## src/rtl/bmve_pkg.sv

```systemverilog
`timescale 1ns / 1ps
`default_nettype none
package bmve_pkg;
    localparam int History = 8;
    localparam int Half = History / 2;
    localparam int Older = History - Half;
    localparam int HistW = $clog2(History);
    localparam int CordicIters = 14;
    localparam int IterW = $clog2(CordicIters + 1);
    localparam logic [15:0] ScaleReset = 16'd970;
    localparam logic [19:0] SpeedMax = 20'hFFFFF;
    localparam logic signed [17:0] AngPi = 18'sd32768;
    localparam logic signed [17:0] AngHalfPi = 18'sd16384;
    localparam logic [1:0] RegSpeedScale = 2'd0;

    typedef enum logic [2:0] {
        t_idle_st, t_sort_st, t_cordic_st, t_sqrt_st, t_mul_st, t_done_st
    } t_state;

    function automatic logic signed [17:0] atan_entry(input logic [IterW-1:0] i);
        case (i)
            4'd0: atan_entry = 18'sd8192;
            4'd1: atan_entry = 18'sd4836;
            4'd2: atan_entry = 18'sd2555;
            4'd3: atan_entry = 18'sd1297;
            4'd4: atan_entry = 18'sd651;
            4'd5: atan_entry = 18'sd326;
            4'd6: atan_entry = 18'sd163;
            4'd7: atan_entry = 18'sd81;
            4'd8: atan_entry = 18'sd41;
            4'd9: atan_entry = 18'sd20;
            4'd10: atan_entry = 18'sd10;
            4'd11: atan_entry = 18'sd5;
            4'd12: atan_entry = 18'sd3;
            4'd13: atan_entry = 18'sd1;
            default: atan_entry = 18'sd0;
        endcase
    endfunction
endpackage
`default_nettype wire

```

## src/rtl/ball_median_velocity_estimator_unit.sv

```systemverilog
`timescale 1ns / 1ps
`default_nettype none
// Ball median velocity estimator. Each input beat is a new ball position; it is
// shifted into an 8-entry history per axis. The block finds the upper median of
// the newer and older halves (one candidate a cycle plus a capture), then runs
// a shared CORDIC shift-add unit for the heading (a load, then 14 steps), a
// 21-step restoring square root for the magnitude, one multiply by speed_scale
// and a move of the result into the output register. The input is stalled
// while the sequencer is busy, so a new beat is taken only once the last one
// has reached the output register. The result waits in the output register
// until taken, so the next beat runs in the meantime; only when the next
// result is ready before the old one is taken does the sequencer hold, and
// the input stays stalled.
// Heading is folded: 32768 = pi; zero motion gives -32768 and speed 0.
module ball_median_velocity_estimator_unit import bmve_pkg::*; (
    input  wire logic        i_clk,
    input  wire logic        i_rst_n,
    input  wire logic        i_valid,
    output logic             o_stall,
    input  wire logic [9:0]  i_ball_x,
    input  wire logic [9:0]  i_ball_y,
    output logic             o_valid,
    input  wire logic        i_stall,
    output logic signed [15:0] o_heading,
    output logic [19:0]      o_speed,
    input  wire logic        psel,
    input  wire logic        penable,
    input  wire logic        pwrite,
    input  wire logic [1:0]  paddr,
    input  wire logic [31:0] pwdata,
    output logic [31:0]      prdata,
    output logic             pready
);
    t_state r_state, n_state;
    logic [10*History-1:0] r_hx, r_hy;
    logic [15:0] r_scale;
    logic [4:0] r_cnt, n_cnt;
    logic signed [11:0] r_dx, r_dy;
    logic signed [21:0] r_x, r_y;
    logic signed [17:0] r_z;
    logic [20:0] r_root;
    logic [36:0] r_prod;
    logic r_out_valid;
    logic w_accept, w_out_take, w_load;
    logic [9:0] w_mxn, w_mxo, w_myn, w_myo;
    logic [HistW:0] c_base0, c_cntn, c_cnto;

    assign pready = 1'b1;
    assign prdata = (paddr == RegSpeedScale) ? {16'd0, r_scale} : 32'd0;
    assign w_accept = i_valid && !o_stall;
    assign w_out_take = o_valid && !i_stall;
    // result moves to the output register once that register is free
    assign w_load = (r_state == t_done_st) && (!r_out_valid || w_out_take);
    assign c_base0 = '0;
    assign c_cntn = (HistW+1)'(Half);
    assign c_cnto = (HistW+1)'(Older);

    // four medians share a comparator bank each; candidate index is the counter
    bmve_median u_mxn (.i_clk, .i_start(w_accept), .i_hist(r_hx), .i_base(c_base0),
        .i_cnt(c_cntn), .i_cand(r_cnt[HistW-1:0]), .o_med(w_mxn));
    bmve_median u_mxo (.i_clk, .i_start(w_accept), .i_hist(r_hx), .i_base(c_cntn),
        .i_cnt(c_cnto), .i_cand(r_cnt[HistW-1:0]), .o_med(w_mxo));
    bmve_median u_myn (.i_clk, .i_start(w_accept), .i_hist(r_hy), .i_base(c_base0),
        .i_cnt(c_cntn), .i_cand(r_cnt[HistW-1:0]), .o_med(w_myn));
    bmve_median u_myo (.i_clk, .i_start(w_accept), .i_hist(r_hy), .i_base(c_cntn),
        .i_cnt(c_cnto), .i_cand(r_cnt[HistW-1:0]), .o_med(w_myo));

    logic signed [11:0] w_dx, w_dy;
    logic [10:0] w_ax, w_ay;
    assign w_dx = $signed({2'b0, w_mxn}) - $signed({2'b0, w_mxo});
    assign w_dy = $signed({2'b0, w_myn}) - $signed({2'b0, w_myo});
    assign w_ax = r_dx[11] ? 11'(-r_dx) : r_dx[10:0];
    assign w_ay = r_dy[11] ? 11'(-r_dy) : r_dy[10:0];

    // next state
    always_comb begin
        n_state = r_state;
        n_cnt = r_cnt + 1'b1;
        case (r_state)
            t_idle_st: begin
                n_cnt = '0;
                if (w_accept) n_state = t_sort_st;
            end
            t_sort_st: if (r_cnt == 5'(Older)) begin
                n_state = t_cordic_st;
                n_cnt = '0;
            end
            t_cordic_st: if (r_cnt == 5'(CordicIters)) begin
                n_state = t_sqrt_st;
                n_cnt = '0;
            end
            t_sqrt_st: if (r_cnt == 5'd20) n_state = t_mul_st;
            t_mul_st: n_state = t_done_st;
            t_done_st: if (w_load) n_state = t_idle_st;
            default: n_state = t_idle_st;
        endcase
    end

    // outputs
    always_comb begin
        o_stall = (r_state != t_idle_st);
        o_valid = r_out_valid;
    end

    always_ff @(posedge i_clk) begin
        if (!i_rst_n) begin
            r_state <= t_idle_st;
            r_cnt <= '0;
            r_hx <= '0;
            r_hy <= '0;
            r_scale <= ScaleReset;
            r_out_valid <= 1'b0;
        end else begin
            r_state <= n_state;
            r_cnt <= n_cnt;
            if (psel && penable && pwrite && paddr == RegSpeedScale)
                r_scale <= pwdata[15:0];
            if (w_accept) begin
                r_hx <= {r_hx[10*(History-1)-1:0], i_ball_x};
                r_hy <= {r_hy[10*(History-1)-1:0], i_ball_y};
            end
            if (w_load) r_out_valid <= 1'b1;
            else if (w_out_take) r_out_valid <= 1'b0;
        end
    end

    // datapath: difference capture, cordic, scaling
    logic signed [21:0] w_xs, w_ys;
    logic [IterW-1:0] w_i;
    assign w_i = r_cnt[IterW-1:0] - 1'b1;
    assign w_xs = r_x >>> w_i;
    assign w_ys = r_y >>> w_i;

    always_ff @(posedge i_clk) begin
        case (r_state)
            t_sort_st: if (r_cnt == 5'(Older)) begin
                r_dx <= w_dx;
                r_dy <= w_dy;
            end
            t_cordic_st: begin
                if (r_cnt == '0) begin
                    r_x <= $signed({3'b0, w_ax, 8'b0});
                    r_y <= $signed({3'b0, w_ay, 8'b0});
                    r_z <= '0;
                end else if (r_y > 0) begin
                    r_x <= r_x + w_ys;
                    r_y <= r_y - w_xs;
                    r_z <= r_z + atan_entry(w_i);
                end else begin
                    r_x <= r_x - w_ys;
                    r_y <= r_y + w_xs;
                    r_z <= r_z - atan_entry(w_i);
                end
            end
            t_mul_st: r_prod <= {16'd0, r_root} * {21'd0, r_scale};
            default: ;
        endcase
    end

    // restoring square root kept as separate partial remainder
    // one result bit per step, top pair of the source first
    logic [22:0] r_sq_rem;
    logic [41:0] r_sq_src;
    logic [22:0] w_sq_try;
    assign w_sq_try = {r_sq_rem[20:0], r_sq_src[41:40]} - {r_root, 2'b01};
    always_ff @(posedge i_clk) begin
        if (r_state == t_cordic_st && r_cnt == '0) begin
            r_sq_rem <= '0;
            r_sq_src <= 42'(({11'd0, w_ax} * {11'd0, w_ax}) +
                        ({11'd0, w_ay} * {11'd0, w_ay})) << 16;
        end else if (r_state == t_sqrt_st) begin
            r_sq_src <= r_sq_src << 2;
            if (!w_sq_try[22]) begin
                r_sq_rem <= w_sq_try;
            end else begin
                r_sq_rem <= {r_sq_rem[20:0], r_sq_src[41:40]};
            end
        end
    end
    always_ff @(posedge i_clk) begin
        if (r_state == t_cordic_st && r_cnt == '0) begin
            r_root <= '0;
        end else if (r_state == t_sqrt_st) begin
            r_root <= {r_root[19:0], !w_sq_try[22]};
        end
    end

    // heading fold
    logic signed [17:0] w_z, w_a, w_f;
    always_comb begin
        w_z = r_z;
        if (w_ay == '0) w_z = '0;
        else if (w_ax == '0) w_z = AngHalfPi;
        else if (r_z < 0) w_z = '0;
        else if (r_z > AngHalfPi) w_z = AngHalfPi;
        if (!r_dx[11]) w_a = r_dy[11] ? -w_z : w_z;
        else w_a = r_dy[11] ? w_z - AngPi : AngPi - w_z;
        w_f = w_a;
        if (w_a < 0 && w_a >= -AngHalfPi) w_f = w_a + AngPi;
        else if (w_a >= 0 && w_a <= AngHalfPi) w_f = w_a - AngPi;
    end

    // output register, speed saturates when the scaled value passes 20 bits
    always_ff @(posedge i_clk) begin
        if (w_load) begin
            o_heading <= w_f[15:0];
            o_speed <= r_prod[36] ? SpeedMax : r_prod[35:16];
        end
    end

    a_out_hold: assert property (@(posedge i_clk) disable iff (!i_rst_n)
        (o_valid && i_stall) |=> (o_valid && $stable(o_heading) && $stable(o_speed)))
        else $error("result dropped or changed while stalled");
    a_idle_ready: assert property (@(posedge i_clk) disable iff (!i_rst_n)
        (r_state == t_idle_st) |-> !o_stall) else $error("idle but stalling");
    a_accept_start: assert property (@(posedge i_clk) disable iff (!i_rst_n)
        w_accept |=> (r_state == t_sort_st)) else $error("sequencer missed beat");
endmodule
`default_nettype wire

```

## src/rtl/bmve_median.sv

```systemverilog
`timescale 1ns / 1ps
`default_nettype none
// median of a window by counting: one candidate per cycle through one comparator bank
module bmve_median import bmve_pkg::*; (
    input  wire logic              i_clk,
    input  wire logic              i_start,
    input  wire logic [10*History-1:0] i_hist,
    input  wire logic [HistW:0]    i_base,
    input  wire logic [HistW:0]    i_cnt,
    input  wire logic [HistW-1:0]  i_cand,
    output logic [9:0]             o_med
);
    logic [9:0] w_c;
    logic [HistW:0] w_lt, w_le, w_k;
    logic [HistW:0] w_ci;

    // upper middle = element v with count(<v) <= k < count(<=v), k = n/2
    always_comb begin
        w_ci = {1'b0, i_cand} + i_base;
        w_c = i_hist[10*w_ci[HistW-1:0] +: 10];
        w_lt = '0;
        w_le = '0;
        w_k = i_cnt >> 1;
        for (int j = 0; j < History; j++) begin
            if ((j >= i_base) && (j < i_base + i_cnt)) begin
                if (i_hist[10*j +: 10] < w_c) w_lt = w_lt + 1'b1;
                if (i_hist[10*j +: 10] <= w_c) w_le = w_le + 1'b1;
            end
        end
    end

    always_ff @(posedge i_clk) begin
        if (i_start) begin
            o_med <= '0;
        end else if ({1'b0, i_cand} < i_cnt && w_lt <= w_k && w_k < w_le) begin
            o_med <= w_c;
        end
    end
endmodule
`default_nettype wire
```

## config.mk

```make
export PLATFORM = sky130hd
export DESIGN_NAME = ball_median_velocity_estimator_unit
export DESIGN_NICKNAME = d
export VERILOG_FILES = /design/src/rtl/bmve_pkg.sv /design/src/rtl/ball_median_velocity_estimator_unit.sv /design/src/rtl/bmve_median.sv
export SDC_FILE = /design/constraint.sdc
export NUM_CORES = 2
export LEC_CHECK = 0
export ABC_CLOCK_PERIOD_IN_PS = 8700
export BUFFER_PORTS_ARGS = -buffer_cell sky130_fd_sc_hd__buf_2
export CORE_ASPECT_RATIO = 1.2
export CORE_UTILIZATION = 60
export CTS_CLUSTER_SIZE = 14
export DETAILED_ROUTE_END_ITERATION = 12
export GPL_TIMING_DRIVEN = 0
export PLACE_DENSITY = 0.77
export SYNTH_ARGS = -nofsm -noshare
export SYNTH_HDL_FRONTEND = slang
export SYNTH_HIERARCHICAL = 1
export SYNTH_SLANG_ARGS = --single-unit
```

## constraint.sdc

```tcl
create_clock -name i_clk -period 8.7 [get_ports i_clk]
set_clock_uncertainty 0.2 [all_clocks]
set_input_delay 0.87 -clock i_clk [delete_from_list [all_inputs] [get_ports i_clk]]
set_output_delay 0.87 -clock i_clk [all_outputs]
set_load 0.01 [all_outputs]
```

## After elaboration in Yosys (flattened, before gate mapping)

Memory sizes are Yosys's and may differ from the RTL's.
Cells that the tools add are included.

- Register bits: 450
- Memory bits (read-only): 448
- Bits of input ports: 61
- Output and inout bits: 71
- Logic and storage cells: 242
- Memories kept: 2

Memories:

| name | words | width | rd ports | clocked after Yosys merged registers in | wr ports | line | source |
|---|---|---|---|---|---|---|---|
| (no name shown) | 16 | 14 | 1 | 0 | 0 | bmve_pkg.sv:21 | `case (i)` |
| (no name shown) | 16 | 14 | 1 | 0 | 0 | bmve_pkg.sv:21 |  |

- Add/sub/neg operators: 44
- $mul: 5
- Order comparisons: 48
- Equality and inequality tests: 13
- Shifts and indexed selects: 6
- Mux-type cells: 69
- Reduce and logical (&&, ||, !) cells: 32

Operators by type and width:

| kind | number |
|---|---|
| variable part select 80 x 8 -> 10 bit | 4 |
| two-way mux 18 bit | 14 |
| <= comparator 10 bit | 16 |
| < comparator 10 bit | 16 |
| two-way mux 4 bit | 24 |
| two-way mux 42 bit | 2 |
| adder 4 x 1 -> 4 bit (second input constant) | 16 |
| two-way mux 16 bit | 3 |
| adder 22 bit | 2 |
| multiplier 11 x 11 -> 22 bit | 2 |
| two-way mux 22 bit | 2 |
| >>> shifter 22 x 4 -> 22 bit | 2 |
| subtractor 22 bit | 2 |
| two-way mux 19 bit | 2 |
| multiplier 21 x 16 -> 37 bit | 1 |
| < comparator 18 x 1 -> 1 bit (second input constant) | 2 |
| adder 22 x 22 -> 23 bit | 1 |
| subtractor 23 bit | 1 |
| greater-than comparator 22 x 1 -> 1 bit (second input constant) | 1 |
| logical NOT 11 bit | 2 |
| two-way mux 11 bit | 2 |
| negation 11 bit | 2 |
| subtractor 10 x 10 -> 11 bit | 2 |
| two-way mux 21 bit | 1 |
| other kinds (42) | 95 |

## Logic depth before layout (Yosys ltp)

- Depth in word-level cells: 14
- Depth in mapped cells: 51
- Mapped depth without buffers: 50

## By module

Netlist, hierarchy kept.

By module, submodules not included:

| module | instances | cells an instance | area an instance (um^2) | sequential area each (um^2) |
|---|---|---|---|---|
| ball_median_velocity_estimator_unit | 1 | 4541 | 40465.1 | 9559.2 |
| bmve_median at u_mxo ... | 2 | 517 | 4640.7 | 200.2 |
| bmve_median at u_mxn | 1 | 527 | 4692.0 | 200.2 |
| bmve_median at u_myo | 1 | 518 | 4643.2 | 200.2 |

## Worst setup path before layout

No wires, ideal clock.

- Path kind: reg-to-reg
- Start point: register r_cnt[2]
- End point: register u_mxn.o_med[1]
- Setup time: 121 ps
- Data arrival time: 9237 ps
- Required time: 8379 ps
- Setup slack: -858 ps
- Stages on the path, launching flop included: 39
- Path buffers: 4
- Period minus slack after synthesis: 9558 ps
- Cells stage by stage: dfxtp_1 xnor2_1 clkbuf_1 clkbuf_1 mux4_2 mux2i_1 ha_1 nor2b_1 o21a_1 o21a_1 o21a_1 o21a_1 o21a_1 o21a_1 o21ai_0 nand2b_1 a21oi_1 ha_1 [3 not listed] clkbuf_1 ha_1 and3_1 or2_2 ha_1 or3_1 o311ai_0 nand2_1 mux2_2 mux2_2 mux2_2 ha_1 nor2b_1 o21a_1 o21ai_0 o21ai_0 a311oi_4 mux2_2

- Longest elaborated chain between the ends: 13
- Elaborated cells on any way between the ends: 29
- Classes of those cells: 6 x add/sub; 1 x mul; 11 x order compare; 1 x shift; 8 x mux; 2 x reduce/logical

RTL lines:

| what | line | source |
|---|---|---|
| start: declaration | ball_median_velocity_estimator_unit.sv:37 | `logic [4:0] r_cnt, n_cnt;` |
| start signal: assignment | ball_median_velocity_estimator_unit.sv:115 | `r_cnt <= n_cnt;` |
| multiplier 3 x 3 -> 6 bit | bmve_median.sv:20 | `w_c = i_hist[10*w_ci[HistW-1:0] +: 10];` |
| variable part select 80 x 8 -> 10 bit | bmve_median.sv:20 |  |
| < comparator 10 bit | bmve_median.sv:26 | `if (i_hist[10*j +: 10] < w_c) w_lt = w_lt + 1'b1;` |
| two-way mux 1 bit | bmve_median.sv:26 |  |
| adder 1 x 1 -> 2 bit | bmve_median.sv:26 |  |
| two-way mux 4 bit | bmve_median.sv:26 |  |
| adder 4 x 1 -> 4 bit | bmve_median.sv:26 |  |
| two-way mux 4 bit | bmve_median.sv:26 |  |
| adder 4 x 1 -> 4 bit | bmve_median.sv:26 |  |
| two-way mux 4 bit | bmve_median.sv:26 |  |
| <= comparator 4 x 2 -> 1 bit | bmve_median.sv:35 | `end else if ({1'b0, i_cand} < i_cnt && w_lt <= w_k && w_k < w_le) begin` |
| logical AND 1 bit (2 in a row) | bmve_median.sv:35 |  |
| end signal: assignment | bmve_median.sv:36 | `o_med <= w_c;` |
| end: declaration | bmve_median.sv:11 | `output logic [9:0] o_med` |

Parallel ways exist; a longest one is shown, timed or not.
A chain may end at the register's enable or synchronous reset.

## Final worst setup path

- Start point: register r_dx[0]
- End point: register r_sq_src[38], data pin

- Longest elaborated chain between the ends: 5

RTL lines:

| what | line | source |
|---|---|---|
| start: declaration | ball_median_velocity_estimator_unit.sv:38 | `logic signed [11:0] r_dx, r_dy;` |
| start signal: assignment | ball_median_velocity_estimator_unit.sv:137 | `r_dx <= w_dx;` |
| negation 11 bit | ball_median_velocity_estimator_unit.sv:72 | `assign w_ax = r_dx[11] ? 11'(-r_dx) : r_dx[10:0];` |
| two-way mux 11 bit (*) | ball_median_velocity_estimator_unit.sv:72 |  |
| multiplier 11 x 11 -> 22 bit (*) | ball_median_velocity_estimator_unit.sv:169 | `r_sq_src <= 42'(({11'd0, w_ax} * {11'd0, w_ax}) +` |
| adder 22 x 22 -> 23 bit (*) | ball_median_velocity_estimator_unit.sv:169 |  |
| two-way mux 42 bit (*) | ball_median_velocity_estimator_unit.sv:167 | `if (r_state == t_cordic_st && r_cnt == '0) begin` |
| end signal: assignment | ball_median_velocity_estimator_unit.sv:169 |  |
| end signal: assignment | ball_median_velocity_estimator_unit.sv:172 | `r_sq_src <= r_sq_src << 2;` |
| end: declaration | ball_median_velocity_estimator_unit.sv:163 | `logic [41:0] r_sq_src;` |

Every way passes the cells marked *; elsewhere a longest branch is shown, timed or not.

==> summary.txt <==
Floorplan
  – Io pins: between 100 and 150
  – Core Region: just under 100000 µm²
  – Row count: 125
  – Die width: 288 µm
  – Initial core utilization: 60.8%
  – Die area: 99700 µm²
  – Die H: 346 µm

Cells and area
  – Nets@finish: 8279
  – Layout cells sized above 1: between 10 and 15%
  – Final non-filler cell total: 8352
  – Area grow syn2layout: 10.8%
  – Commonest non-fill, non-tap cells in the layout: 885 x nand2_1, 779 x inv_1, 726 x ha_1, 441 x fa_1, 313 x nor2_1
  – Commonest non-fill, non-tap cell in the layout: nand2_1
  – Core Util, Final: 67.4%
  – Fill cells: 7805

Synth
  – Syn. warnings: 6
  – Synth async-reset ratio: 0%
  – Seq cells post-synth: 434
  – Seq/Total Area, Yosys: 17.5%
  – Synth top area share: 15.6%
  – Syn Area/Cell: around 8.9 µm²
  – Post-Synthesis Cells: 6620
  – Cell variety after synth: 117
  – Main flop type after synthesis: dfxtp_1
  – Mapped Area: 59100 µm²
  – Top post-synthesis cells by area: ha_1 16%, fa_1 15%, dfxtp_1 9.0%
  – Post-synth EDFFs: between 150 and 200
  – Area leader, netlist: ha_1

Routing
  – Met3 wire length: 15000 µm
  – WL/cell: between 20 and 25 µm
  – DR pass1 iterations: 10
  – Starting DRC count in detailed routing: 4560
  – Top layer reached by signal wires: met5
  – M1 WL: between 60000 and 70000 µm
  – Via density: 6.18
  – Post-DRT Antenna Nets: 0
  – Vias: between 50000 and 60000
  – WL met2: 83100 µm
  – Number of remaining DRC errors: 14
  – Final WL: 176000 µm

Job
  – Max-cap violations: 0

GRT
  – Wire length of the first global-routing pass: approximately 270000 µm
  – Vias in the first global route: slightly above 50000
  – Total track usage: 34.8%
  – Remaining Overflow, GRT: 0
  – Largest net degree at the start of global routing: 32
  – Initial antenna violation count: 2

Timing
  – Final Cycle Share: between 90% and 100%
  – Final Setup Violations: 0
  – Slew margin rel.: 3.36%
  – Final Hold Vio Count: 0
  – Hold slack: between 0.2 and 0.25 ns
  – Peak Freq: 118 MHz
  – Measured slew at the worst slew-check pin: about 1.4 ns
  – Max-slew violations: 0
  – Final min period: 8.47 ns

Placement
  – # port buffers: between 90 and 100
  – Routability cong.: approximately 0.99
  – Post-detail-place hpwl: 133000 µm
  – Post-Place Cells: a little over 8000

Critical path
  – Max incr delay on CP: approximately 0.54 ns
  – Crit-path max FO: 4
  – Critical Path End Type: flip-flop
  – CP Data Arrival Time: 8.66 ns
  – Top cell by count, worst path: fa_1
  – Setup crit start kind: flip-flop
  – Required time of the worst setup path: between 8 and 9 ns
  – Kind of critical path: flip-flop to flip-flop
  – CP max stage cell: fa_1

Pwr
  – Power Density: ~260 nW/µm²
  – Lkg Pwr: 29.5 nW
  – Peak supply drop: 0.189 mV

Run status
  – Status: complete, but fails checks
  – Failing checks: design-rule violations

Clocking
  – H-tree depth: 2
  – CTS clk-pin slew, worst paths: 0.07 ns
  – Hold_buf cts: 0
  – # clock sinks: 434
  – Total CTS buffers: 49
  – Root Driver: clkbuf_16
  – CTS tree: yes
  – Max Root-Sink Buffers: 3
  – Clock latency on the worst-skew pair: 0.65 ns

Worst hold path
  – Hold WC Path Type: primary input to flip-flop
-- final timing paths --
path / from / to / slack (ns) / depth (start not counted)
max reg2reg: r_dx[0] / r_sq_src[38] / 0.23 / 30
max: r_dx[0] / r_sq_src[38] / 0.23 / 30
min reg2reg: u_mxn/o_med[0] / u_mxn/o_med[0] / 0.28 / 2
min: pwdata[6] / r_scale[6] / 0.24 / 3
-- Yosys cell counts, types with 57 or more instances --
library cell / n
nand2_1: 892
inv_1: 788
ha_1: 736
fa_1: 443
nor2_1: 317
dfxtp_1: 267
a21oi_1: 239
clkbuf_1: 229
o21ai_0: 215
a21boi_0: 179
and2_1: 172
edfxtp_1: 167
xnor2_1: 157
nand3_1: 128
xor2_1: 126
mux2i_1: 112
mux4_2: 111
a21o_1: 92
nor2b_1: 89
nor3_1: 86
o21a_1: 75
mux2_2: 66
nand2b_1: 66
nand4_1: 64
or2_2: 57
-- cell type report --
cell class / instances / area, µm² / area share (%)
well taps: 1270 / 1590 / 2.43
multi-input cells: 5298 / 46200 / 70.5
inverters: 793 / 3000 / 4.58
clock inverters: 30 / 352 / 0.537
repair buffers: 191 / 1330 / 2.03
clock buffers: 60 / 1360 / 2.08
flip-flops and latches: 434 / 10400 / 15.8
diodes: 4 / 10.0 / 0.0153
plain buffers: 272 / 1280 / 1.95
-- sequential cells by signal, indices dropped and copies added, names as in the netlist --
signal / count
r_hx: 80
r_hy: 80
r_sq_src: 26
r_x: 22
r_y: 22
r_prod: 21
r_root: 21
r_sq_rem: 21
o_speed: 20
r_z: 18
o_heading: 16
r_scale: 16
r_dx: 11
r_dy: 11
u_mxn/o_med: 10
u_mxo/o_med: 10
u_myn/o_med: 10
u_myo/o_med: 10
r_cnt: 5
r_state: 3
o_valid: 1
-- routing by layer --
metal | vias to the layer above | track usage, %
met3 | 735 | 6.18
met4 | 2 | 19.9
met5 | - | 0
li1 | 23500 | -
met1 | 24900 | 42.4
met2 | 2476 | 57.7
-- power breakdown --
part / switching (mW) / internal (mW)
clock: 0.966 / 1.30
combinational: 6.78 / 4.96
sequential: 0.272 / 2.48
-- cells by family (layout without fill, tap and decap cells) --
logic type,Yosys count,after routing,synth area share [%]
xor+xnor,318,318,5.44
other cells,2,191,0.0127
mux,317,317,8.10
simple gates,2090,2090,17.2
buf+inv,1074,1346,7.06
compound gates,1206,1207,14.1
flops,434,434,17.5
fa+ha+maj,1179,1179,30.6
-- critical path, delay by kind of cell (launching register included) --
family | cells | cell delay, ns
compound gates | 5 | 0.86
buf+inv | 8 | 0.58
fa+ha+maj | 9 | 3.93
simple gates | 6 | 1.71
flops | 1 | 0.52
xor+xnor | 2 | 0.41
-- timing repair --
action	in CTS	in global routing
pin swaps	13	27
endpoints found under the setup margin	44	47
cloned	2	1
resized for setup	100	109
buffers inserted	45	38
-- metrics by stage --
stage	setup TNS, ns	area, µm²	setup slack (ns)	power (mW)
6_report	0	65400	0.226	16.8
5_1_grt	-0.620	65400	-0.0773	18.0
4_1_cts	0	64600	0.000401	16.4
3_5_place_dp	-45.67	62100	-1.91	13.8
3_3_place_gp	-42.07	61900	-1.88	13.5
2_1_floorplan	0	59800	0.000428	11.4
Power figures use the tool's default switching activity.
